`src/design/nth_common_multiple_finder_unit_macros.svh`:
```
// Assertion macros for the nth common multiple finder.
// Included by the top level; expects signals named clock and reset in scope.
`ifndef NTH_COMMON_MULTIPLE_FINDER_UNIT_MACROS_SVH
`define NTH_COMMON_MULTIPLE_FINDER_UNIT_MACROS_SVH
`ifndef SYNTHESIS
`define NCMF_ASSERT_IMPL(label, ante, cons) \
   label: assert property (@(posedge clock) disable iff (reset) (ante) |-> (cons)) \
      else $error("nth_cmf: same-cycle check failed");
`define NCMF_ASSERT_NEXT(label, ante, cons) \
   label: assert property (@(posedge clock) disable iff (reset) (ante) |=> (cons)) \
      else $error("nth_cmf: next-cycle check failed");
`else
`define NCMF_ASSERT_IMPL(label, ante, cons)
`define NCMF_ASSERT_NEXT(label, ante, cons)
`endif
`endif

```
`src/design/nth_cmf_pkg.sv`:
```
// Shared types and constants for the nth common multiple finder.
// No dependencies; imported by the top level.
package nth_cmf_pkg;

   localparam int DEF_COUNT_BITS   = 32;
   localparam int DEF_DIVISOR_BITS = 16;
   localparam int ANSWER_BITS      = 30;

   localparam logic [ANSWER_BITS-1:0] ANSWER_MODULUS = 30'd1000000007;

   typedef enum logic [3:0] {
      S_IDLE,
      S_PROD,
      S_GCD_TEST,
      S_GCD_WAIT,
      S_LCM_WAIT,
      S_LCM_MUL,
      S_HI_MUL,
      S_MID,
      S_LAUNCH_A,
      S_QA_WAIT,
      S_QB_WAIT,
      S_QL_WAIT,
      S_DECIDE,
      S_MOD_LAUNCH,
      S_MOD_WAIT,
      S_OUT
   } state_type;

endpackage

```
`src/design/nth_cmf_div.sv`:
```
// Restoring radix-2 divider, one quotient bit per cycle.
// Standalone; shared by every division and remainder in the finder.
module nth_cmf_div #(
   parameter int NUM_W = 48,
   parameter int DEN_W = 32
) (
   input  logic             clock,
   input  logic             reset,
   input  logic             start,
   input  logic [NUM_W-1:0] num,
   input  logic [DEN_W-1:0] den,
   output logic             done,
   output logic [NUM_W-1:0] quot,
   output logic [DEN_W-1:0] rem
);

   localparam int STEP_W = (NUM_W > 1) ? $clog2(NUM_W) : 1;

   logic [NUM_W-1:0]  quo_ff, quo_in;
   logic [DEN_W-1:0]  rem_ff, rem_in;
   logic [DEN_W-1:0]  den_ff, den_in;
   logic [STEP_W-1:0] step_ff, step_in;
   logic              busy_ff, busy_in;
   logic              done_ff, done_in;

   logic [DEN_W:0] shifted;
   logic [DEN_W:0] diff;
   logic           fits;

   always_comb begin
      shifted = {rem_ff, quo_ff[NUM_W-1]};
      diff    = shifted - {1'b0, den_ff};
      fits    = (shifted >= {1'b0, den_ff});

      quo_in  = quo_ff;
      rem_in  = rem_ff;
      den_in  = den_ff;
      step_in = step_ff;
      busy_in = busy_ff;
      done_in = 1'b0;

      if (start) begin
         quo_in  = num;
         rem_in  = '0;
         den_in  = den;
         step_in = '0;
         busy_in = 1'b1;
      end else if (busy_ff) begin
         // The partial remainder always stays below a nonzero divisor.
         rem_in  = fits ? diff[DEN_W-1:0] : shifted[DEN_W-1:0];
         quo_in  = {quo_ff[NUM_W-2:0], fits};
         step_in = step_ff + STEP_W'(1);
         if (step_ff == STEP_W'(NUM_W - 1)) begin
            busy_in = 1'b0;
            done_in = 1'b1;
         end
      end
   end

   always_ff @(posedge clock) begin
      if (reset) begin
         busy_ff <= 1'b0;
         done_ff <= 1'b0;
      end else begin
         busy_ff <= busy_in;
         done_ff <= done_in;
      end
   end

   always_ff @(posedge clock) begin
      quo_ff  <= quo_in;
      rem_ff  <= rem_in;
      den_ff  <= den_in;
      step_ff <= step_in;
   end

   assign done = done_ff;
   assign quot = quo_ff;
   assign rem  = rem_ff;

endmodule

```
`src/design/nth_common_multiple_finder_unit.sv`:
```
// Channel | Direction | Beat contents
// req     | in        | target_count, divisor_a, divisor_b
// rsp     | out       | answer_mod
//
// Each item runs its divisions one at a time on the shared radix-2 divider, which produces
// VAL_W quotient bits (48 at default widths) per division. Each Euclid step is one division,
// the search takes about log2(min(a,b)*n) rounds (up to 48) of three divisions, and the
// final reduction is one more division. Reset is synchronous and clears the sequencer,
// rsp_valid and the divider's busy and done flags only.
// A finished result moves to an output register, so the next beat is accepted while it
// waits on rsp; the sequencer stalls only when its next result is ready before that.
// Depends on nth_cmf_pkg, nth_cmf_div and the assertion macro header.
`include "nth_common_multiple_finder_unit_macros.svh"

module nth_common_multiple_finder_unit #(
   parameter int COUNT_BITS   = nth_cmf_pkg::DEF_COUNT_BITS,
   parameter int DIVISOR_BITS = nth_cmf_pkg::DEF_DIVISOR_BITS
) (
   input  logic                               clock,
   input  logic                               reset,
   input  logic                               req_valid,
   output logic                               req_ready,
   input  logic [COUNT_BITS-1:0]              req_target_count,
   input  logic [DIVISOR_BITS-1:0]            req_divisor_a,
   input  logic [DIVISOR_BITS-1:0]            req_divisor_b,
   output logic                               rsp_valid,
   input  logic                               rsp_ready,
   output logic [nth_cmf_pkg::ANSWER_BITS-1:0] rsp_answer_mod
);
   import nth_cmf_pkg::*;

   localparam int DB    = DIVISOR_BITS;
   localparam int MUL_W = (COUNT_BITS > DB) ? COUNT_BITS : DB;
   localparam int VAL_W = DB + MUL_W;
   localparam int CNT_W = VAL_W + 1;
   localparam int DEN_W = (2 * DB > ANSWER_BITS) ? 2 * DB : ANSWER_BITS;

   state_type state_ff, state_in;

   logic [COUNT_BITS-1:0]  n_ff, n_in;
   logic [DB-1:0]          a_ff, a_in;
   logic [DB-1:0]          b_ff, b_in;
   logic [DB-1:0]          x_ff, x_in;
   logic [DB-1:0]          y_ff, y_in;
   logic [DB-1:0]          q_ff, q_in;
   logic [2*DB-1:0]        lcm_ff, lcm_in;
   logic [VAL_W-1:0]       lo_ff, lo_in;
   logic [VAL_W-1:0]       hi_ff, hi_in;
   logic [VAL_W-1:0]       mid_ff, mid_in;
   logic [VAL_W-1:0]       value_ff, value_in;
   logic [CNT_W-1:0]       cnt_ff, cnt_in;
   logic [ANSWER_BITS-1:0] ans_ff, ans_in;
   logic                   rsp_valid_ff, rsp_valid_in;
   logic [ANSWER_BITS-1:0] rsp_answer_ff, rsp_answer_in;

   logic [DB-1:0]    mul_x;
   logic [MUL_W-1:0] mul_y;
   logic [VAL_W-1:0] product;

   logic             div_start;
   logic [VAL_W-1:0] div_num;
   logic [DEN_W-1:0] div_den;
   logic             div_done;
   logic [VAL_W-1:0] div_quot;
   logic [DEN_W-1:0] div_rem;

   nth_cmf_div #(
      .NUM_W(VAL_W),
      .DEN_W(DEN_W)
   ) u_div (
      .clock (clock),
      .reset (reset),
      .start (div_start),
      .num   (div_num),
      .den   (div_den),
      .done  (div_done),
      .quot  (div_quot),
      .rem   (div_rem)
   );

   // The one multiplier is shared by the lcm, the search bound and the one-divisor case.
   assign product = VAL_W'(mul_x) * VAL_W'(mul_y);

   always_comb begin
      state_in      = state_ff;
      n_in          = n_ff;
      a_in          = a_ff;
      b_in          = b_ff;
      x_in          = x_ff;
      y_in          = y_ff;
      q_in          = q_ff;
      lcm_in        = lcm_ff;
      lo_in         = lo_ff;
      hi_in         = hi_ff;
      mid_in        = mid_ff;
      value_in      = value_ff;
      cnt_in        = cnt_ff;
      ans_in        = ans_ff;
      rsp_valid_in  = rsp_valid_ff && !rsp_ready;
      rsp_answer_in = rsp_answer_ff;
      mul_x         = '0;
      mul_y         = '0;
      div_start     = 1'b0;
      div_num       = '0;
      div_den       = '0;
      req_ready     = 1'b0;

      unique case (state_ff)
         S_IDLE: begin
            req_ready = 1'b1;
            if (req_valid) begin
               n_in = req_target_count;
               a_in = req_divisor_a;
               b_in = req_divisor_b;
               x_in = req_divisor_a;
               y_in = req_divisor_b;
               // No qualifying number exists for a zero count or two zero divisors.
               if (req_target_count == '0 ||
                   (req_divisor_a == '0 && req_divisor_b == '0)) begin
                  ans_in   = '0;
                  state_in = S_OUT;
               end else if (req_divisor_a == '0 || req_divisor_b == '0) begin
                  state_in = S_PROD;
               end else begin
                  state_in = S_GCD_TEST;
               end
            end
         end
         S_PROD: begin
            mul_x    = (a_ff == '0) ? b_ff : a_ff;
            mul_y    = MUL_W'(n_ff);
            value_in = product;
            state_in = S_MOD_LAUNCH;
         end
         S_GCD_TEST: begin
            div_start = 1'b1;
            if (y_ff == '0) begin
               div_num  = VAL_W'(a_ff);
               div_den  = DEN_W'(x_ff);
               state_in = S_LCM_WAIT;
            end else begin
               div_num  = VAL_W'(x_ff);
               div_den  = DEN_W'(y_ff);
               state_in = S_GCD_WAIT;
            end
         end
         S_GCD_WAIT: begin
            if (div_done) begin
               x_in     = y_ff;
               y_in     = div_rem[DB-1:0];
               state_in = S_GCD_TEST;
            end
         end
         S_LCM_WAIT: begin
            if (div_done) begin
               q_in     = div_quot[DB-1:0];
               state_in = S_LCM_MUL;
            end
         end
         S_LCM_MUL: begin
            mul_x    = q_ff;
            mul_y    = MUL_W'(b_ff);
            lcm_in   = product[2*DB-1:0];
            state_in = S_HI_MUL;
         end
         S_HI_MUL: begin
            mul_x    = (a_ff < b_ff) ? a_ff : b_ff;
            mul_y    = MUL_W'(n_ff);
            hi_in    = product;
            lo_in    = VAL_W'(1);
            state_in = S_MID;
         end
         S_MID: begin
            if (lo_ff < hi_ff) begin
               mid_in   = lo_ff + ((hi_ff - lo_ff) >> 1);
               state_in = S_LAUNCH_A;
            end else begin
               value_in = lo_ff;
               state_in = S_MOD_LAUNCH;
            end
         end
         S_LAUNCH_A: begin
            div_start = 1'b1;
            div_num   = mid_ff;
            div_den   = DEN_W'(a_ff);
            state_in  = S_QA_WAIT;
         end
         S_QA_WAIT: begin
            if (div_done) begin
               cnt_in    = CNT_W'(div_quot);
               div_start = 1'b1;
               div_num   = mid_ff;
               div_den   = DEN_W'(b_ff);
               state_in  = S_QB_WAIT;
            end
         end
         S_QB_WAIT: begin
            if (div_done) begin
               cnt_in    = cnt_ff + CNT_W'(div_quot);
               div_start = 1'b1;
               div_num   = mid_ff;
               div_den   = DEN_W'(lcm_ff);
               state_in  = S_QL_WAIT;
            end
         end
         S_QL_WAIT: begin
            if (div_done) begin
               // Multiples of the lcm were counted twice.
               cnt_in   = cnt_ff - CNT_W'(div_quot);
               state_in = S_DECIDE;
            end
         end
         S_DECIDE: begin
            if (cnt_ff >= CNT_W'(n_ff)) begin
               hi_in = mid_ff;
            end else begin
               lo_in = mid_ff + VAL_W'(1);
            end
            state_in = S_MID;
         end
         S_MOD_LAUNCH: begin
            div_start = 1'b1;
            div_num   = value_ff;
            div_den   = DEN_W'(ANSWER_MODULUS);
            state_in  = S_MOD_WAIT;
         end
         S_MOD_WAIT: begin
            if (div_done) begin
               ans_in   = div_rem[ANSWER_BITS-1:0];
               state_in = S_OUT;
            end
         end
         S_OUT: begin
            // The result moves out once the output register is empty or being emptied.
            if (!rsp_valid_ff || rsp_ready) begin
               rsp_valid_in  = 1'b1;
               rsp_answer_in = ans_ff;
               state_in      = S_IDLE;
            end
         end
      endcase
   end

   always_ff @(posedge clock) begin
      if (reset) begin
         state_ff     <= S_IDLE;
         rsp_valid_ff <= 1'b0;
      end else begin
         state_ff     <= state_in;
         rsp_valid_ff <= rsp_valid_in;
      end
   end

   always_ff @(posedge clock) begin
      n_ff          <= n_in;
      a_ff          <= a_in;
      b_ff          <= b_in;
      x_ff          <= x_in;
      y_ff          <= y_in;
      q_ff          <= q_in;
      lcm_ff        <= lcm_in;
      lo_ff         <= lo_in;
      hi_ff         <= hi_in;
      mid_ff        <= mid_in;
      value_ff      <= value_in;
      cnt_ff        <= cnt_in;
      ans_ff        <= ans_in;
      rsp_answer_ff <= rsp_answer_in;
   end

   assign rsp_valid      = rsp_valid_ff;
   assign rsp_answer_mod = rsp_answer_ff;

   `NCMF_ASSERT_IMPL(a_search_ordered, state_ff == S_MID, lo_ff <= hi_ff)
   `NCMF_ASSERT_IMPL(a_mid_inside, state_ff == S_DECIDE, (lo_ff <= mid_ff) && (mid_ff < hi_ff))
   `NCMF_ASSERT_IMPL(a_answer_reduced, rsp_valid, rsp_answer_mod < ANSWER_MODULUS)
   `NCMF_ASSERT_NEXT(a_busy_after_accept, req_valid && req_ready, !req_ready)

endmodule
```
`config.mk`:
```
export PLATFORM = sky130hd
export DESIGN_NAME = nth_common_multiple_finder_unit
export DESIGN_NICKNAME = d
export VERILOG_FILES = /design/src/design/nth_cmf_pkg.sv /design/src/design/nth_cmf_div.sv /design/src/design/nth_common_multiple_finder_unit.sv
export VERILOG_INCLUDE_DIRS = /design/src /design/src/design
export SDC_FILE = /design/constraint.sdc
export NUM_CORES = 2
export LEC_CHECK = 0
export ABC_AREA = 1
export BUFFER_PORTS_ARGS = -buffer_cell sky130_fd_sc_hd__buf_4
export CAP_MARGIN = 25
export CELL_PAD_IN_SITES_DETAIL_PLACEMENT = 0
export CELL_PAD_IN_SITES_GLOBAL_PLACEMENT = 2
export CORE_UTILIZATION = 43
export CTS_CLUSTER_DIAMETER = 150
export DETAILED_ROUTE_END_ITERATION = 7
export MAX_ROUTING_LAYER = met4
export PLACE_DENSITY_LB_ADDON = 0.3
export REMOVE_ABC_BUFFERS = 1
export SLEW_MARGIN = 20
export SYNTH_ARGS = -nofsm -noshare
export SYNTH_HDL_FRONTEND = slang
export SYNTH_SLANG_ARGS = --single-unit
export TNS_END_PERCENT = 50
```
`constraint.sdc`:
```
create_clock -name clock -period 17.51 [get_ports clock]
set_input_delay 1.751 -clock clock [delete_from_list [all_inputs] [get_ports clock]]
set_output_delay 1.751 -clock clock [all_outputs]
set_load 0.005 [all_outputs]
```
-- Word level (Yosys, flattened, before mapping)
Index checks and enable logic that the tools add are counted.
- $add $sub $neg: 7
- $mul: 1
- order comparisons: 4
- eq/ne operators: 28
- muxes and demuxes: 56
- bitwise operators: 1
- reduce and logical (&&, ||, !) cells: 35
- operators with widths (cell ; number):
    $mux 48 ; 6
    $pmux 48 s2 ; 3
    $pmux 48 s4 ; 1
    $pmux 32 s5 ; 1
    $mux 49 ; 3
    $pmux 49 s3 ; 1
    $mux 16 ; 9
    $mux 30 ; 3
    $logic_not 16->1 ; 4
    $mux 32 ; 2
    $pmux 16 s2 ; 2
    $pmux 32 s2 ; 1
    $pmux 30 s2 ; 1
    $pmux 4 s15 ; 1
    $add 49x48->49 ; 1
    $ge 49x32->1 ; 1
    $sub 49x48->49 ; 1
    $add 48x1->48 const B ; 1
    $add 48x47->48 ; 1
    $lt 48x48->1 ; 1
    $mul 16x32->48 ; 1
    $pmux 16 s3 ; 1
    $sub 48x48->48 ; 1
    $mux 4 ; 9
    29 further kinds ; 76
- flip-flop bits (word level): 570
- input port bits: 68
- logic and storage cells: 154

-- Depth between registers and ports, before layout
- depth in word-level cells: 6
- depth in mapped cells: 40

-- By module
A second synthesis with hierarchy kept.
- cells, all modules: 7613
- area total of the unflattened synthesis: 58618.7 um^2
- modules (own cells, without submodules) (module ; instances ; cells an instance ; area each (um^2)):
    nth_common_multiple_finder_unit ; 1 ; 6537 ; 50985.1
    nth_cmf_div ; 1 ; 1076 ; 7633.6

-- Worst setup path before layout
OpenSTA, ideal clock, no wires.
- kind: reg2reg
- start: reg b_ff[9]
- end: reg value_ff[40] (data pin)
- setup time: 0.264 ns
- arrival: 6.678 ns
- required time: 17.246 ns
- setup slack: 10.568 ns
- cell stages (with the launch flop): 32
- period minus slack after synthesis: 6.942 ns
- cells stage by stage: edfxtp_1 > inv_1 > ha_1 > a21oi_1 > o21ai_1 > a21oi_2 > buf_2 > nand3_1 > nand3_1 > nand3_2 > buf_2 > and2_1 > fa_1 > inv_1 > fa_1 > fa_1 > fa_1 > inv_1 > fa_1 > inv_1 > fa_1 > inv_1 > ha_1 > nand2_1 > nor2_1 > inv_1 > nor4_1 > nand3b_1 > nand3_1 > nand2_1 > nand3_1 > o21ai_0
- longest elaborated chain between the ends: 5
- elaborated cells between the ends (all ways): 7
- classes of those cells: mul (1); order compare (1); mux (5)
- RTL lines (element ; RTL line ; text):
    from (decl) ; nth_common_multiple_finder_unit.sv:42 ; logic [DB-1:0] b_ff, b_in;
    from (signal assigned) ; nth_common_multiple_finder_unit.sv:257 ; b_ff <= b_in;
    $lt 16x16->1 ; nth_common_multiple_finder_unit.sv:167 ; mul_x = (a_ff < b_ff) ? a_ff : b_ff;
    $mux 16 ; nth_common_multiple_finder_unit.sv:167 ;
    $pmux 16 s3 ; nth_common_multiple_finder_unit.sv:108 ; unique case (state_ff)
    $mul 16x32->48 * ; nth_common_multiple_finder_unit.sv:82 ; assign product = VAL_W'(mul_x) * VAL_W'(mul_y);
    $pmux 48 s2 * ; nth_common_multiple_finder_unit.sv:108 ;
    via value_in[40] ; nth_common_multiple_finder_unit.sv:50 ; logic [VAL_W-1:0] value_ff, value_in;
    to (signal assigned) ; nth_common_multiple_finder_unit.sv:265 ; value_ff <= value_in;
    to (decl) ; nth_common_multiple_finder_unit.sv:50 ;
Mark *: on every way through the listed nets, which the timed path passes. The rest lies on a longest branch.
A chain may end at the register's enable or synchronous reset.

-- Final worst setup path
- start: reg b_ff[11]
- end: reg value_ff[31] (data pin)
- longest elaborated chain between the ends: 5
- elaborated cells between the ends (all ways): 7
- classes of those cells: mul (1); order compare (1); mux (5)
- RTL lines (element ; RTL line ; text):
    $lt 16x16->1 ; nth_common_multiple_finder_unit.sv:167 ;
    $mux 16 ; nth_common_multiple_finder_unit.sv:167 ;
    $pmux 16 s3 ; nth_common_multiple_finder_unit.sv:108 ;
    $mul 16x32->48 * ; nth_common_multiple_finder_unit.sv:82 ;
    via product[31] ; nth_common_multiple_finder_unit.sv:58 ; logic [VAL_W-1:0] product;
    $pmux 48 s2 * ; nth_common_multiple_finder_unit.sv:108 ;
    via value_in[31] ; nth_common_multiple_finder_unit.sv:50 ;
Marks and branches as above.

==> results.toml <==
[synthesis]
async_flop_share = 0
yosys.area.top_type = "edfxtp_1"
yosysSeqAreaShare = 0.2986
ys_top_cells_by_count = "nand2_1, inv_1, nor2_1"
syn_area_per_cell_um2 = 7.996
synth-main-ff-cell = "edfxtp_1"
yosysWarnings = 0
synth-edff-count = 525
yosysMostFrequentCell = "nand2_1"
synthTopCellsByArea = "edfxtp_1, fa_1, nand2_1"
synthCells = 6981
synth_top_area_share = 0.2824
ys_ff_latch = 570
synthesis.area_mm2 = 0.05582
yosysUniqueCellTypes = 61

[routing]
num_vias = 49720
routedWlPerCell_um = 25.53
drtAntennaViolNets = 0
drt-initial-drc-count = 5161
viasPerCell = 5.634
first_pass_iters = 6
remaining_drc_errors = 0
finalWirelength_mm = 225.3

[pwr]
pwr-share-comb = 0.522
switching_share = 0.4937
clock_power_share = 0.202
p_sw_mw = 3.902
leakagePower_nw = 27.08
power.total_mw = 7.904
peakVddDrop_v = 0.00009286
p_seq_frac = 0.275
powerDensity_mw_per_mm2 = 129.5
internal_power_mw = 4.002

[sta]
max_freq_ghz = 0.1074
whs_ps = 417.5
hold_violations = 0
finalSetupViolations = 0
rsz0062_at_grt = "false"
relSlewSlack = 0.2944
fin_crit_ps = 9308
worst_pin_slew_ps = 1049
tns_ps = 0
timing.final.crit_share = 0.5316
slew_viol_final = 0
fin_worst_skew_ps = 44.89

[floorplanning]
initial_utilization = 0.4355
rows = 131
dieArea_mm2 = 0.1313
io_pins = 100
die_h_um = 362.3
die_w_um = 362.3
coreArea_mm2 = 0.1282

[global_route]
antenna_found_initial = 9
grt_pass1_wl_mm = 330.2
grt_max_degree = 88
gr-total-overflow = 0
grt_use_total = 0.3522
grt_pass1_vias = 48270

[clock_network]
postCtsSetupRepairBufs = 0
htreeDepth = 3
cts_hold_buf = 0
ctsResizeCount = 0
clockBufferDepth = 3
clkSinkCount = 570
insertion_delay_ps = 700
cts_buffers = 72
cts_tree = "built"
clkTransAtPathRegs_ps = 70
cts_root_buffer = "clkbuf_16"

[setup_path]
arrival_ps = 9820
path_max_fanout = 32
critPathKind = "flop to flop"
worstSetupStartpointType = "flop"
crit_path_max_incr_delay_ps = 750
crit_slowest_cell = "a21oi_2"
cpMostUsedCell = "fa_1"
crit_required_ps = 18020
cp-end-kind = "flop"

[placement]
dpl-instance-area_mm2 = 0.05842
dpl.hpwl_mm = 185.1
port_buffers = 99
place_congestion = 0.9979

[min_path]
hold_path.class = "flop to flop"

[run]
maxCapViolCount = 0

[cells_and_area]
drive_gt1_frac = 0.05596
num-nets-final = 7875
area_growth_pct = 9.309
stdcell_area_mm2 = 0.06102

[outcome]
status = "completed"
==> kinds of logic after synthesis <==
family | Yosys count | synth area share
simple gates | 3013 | 0.2358
flops | 570 | 0.2986
fa+ha+maj | 767 | 0.2287
buf+inv | 1372 | 0.09596
compound gates | 1056 | 0.1092
xor+xnor | 203 | 0.03185
==> power groups by stage <==
stage	sequential (mW)	combinational, mW	clock, mW
floorplan	2.06	2.49	0
global placement	2.19	4.05	0
detailed placement	2.19	4.04	0
CTS	2.17	4.07	1.61
global route	2.19	4.47	1.66
finish	2.18	4.13	1.60
==> layer usage <==
layer / share of wire / up-vias / wire length, µm / global-route usage
li1: - / 22880 / - / -
met1: 0.44 / 24560 / 98800 / 0.4847
met2: 0.46 / 1966 / 103100 / 0.5476
met3: 0.074 / 315 / 16750 / 0.04503
met4: 0.029 / 0 / 6630 / 0.09299
met5: 0 / - / 0 / -
==> cell usage in the layout, fill, tap and decap left out, types with 45 or more instances in the layout <==
cell       count
nor3_1        85
nor2_1       546
ha_1         345
xnor2_1       50
nand3_1      338
o21ai_0      394
clkbuf_16     74
fa_1         422
and2_1       208
nand4_1       73
edfxtp_1     525
dfxtp_1       45
xor2_1       153
nor4_1        72
buf_4        161
nand2_1     1564
a21oi_1      337
inv_1       1170
==> cell type report <==
class / count / area (µm²)
antenna: 2 / 5.005
clock buffer: 91 / 1976
clock inverter: 37 / 504.2
fill: 13000 / 67160
inverter: 1189 / 4463
multi-input combinational: 5039 / 33920
sequential: 570 / 16670
tap: 1729 / 2163
timing repair buffer: 168 / 1323
==> per-stage QoR <==
stage | setup WS, ps | utilization | std cells
6_report | 8202 | 0.4760 | 8825
5_1_grt | 7683 | 0.4760 | 8824
4_1_cts | 8281 | 0.4751 | 8817
3_5_place_dp | 8352 | 0.4558 | 8689
3_3_place_gp | 8253 | 0.4557 | 8688
2_1_floorplan | 9879 | - | 6798
==> registers in the layout, indices dropped and copies added (netlist names), 6 cells and up <==
signal and flops:
u_div.quot 48, u_div.rem 32, ans_ff 30, y_ff 16
cnt_ff 49, value_ff 48, u_div.den_ff 32, lo_ff 48
a_ff 16, lcm_ff 32, x_ff 16, u_div.step_ff 6
mid_ff 48, n_ff 32, rsp_answer_mod 30, hi_ff 48
b_ff 16, q_ff 16
==> worst paths after layout <==
path	from	to	slack (ps)	cells after the start
setup / recovery	b_ff[11]$_DFFE_PP_	value_ff[31]$_DFFE_PP_	8200	29
hold / removal	ans_ff[12]$_SDFFCE_PN0P_	rsp_answer_mod[12]$_DFFE_PP_	420	0
setup reg to reg	b_ff[11]$_DFFE_PP_	value_ff[31]$_DFFE_PP_	8200	29
hold reg to reg	ans_ff[12]$_SDFFCE_PN0P_	rsp_answer_mod[12]$_DFFE_PP_	420	0
==> critical path, delay by kind of cell (launching register included) <==
family	cells	cell delay, ps
buf+inv	5	340
compound gates	4	1130
fa+ha+maj	8	3650
xor+xnor	1	470
simple gates	11	3070
flops	1	410
Power figures use the tool's default switching activity.
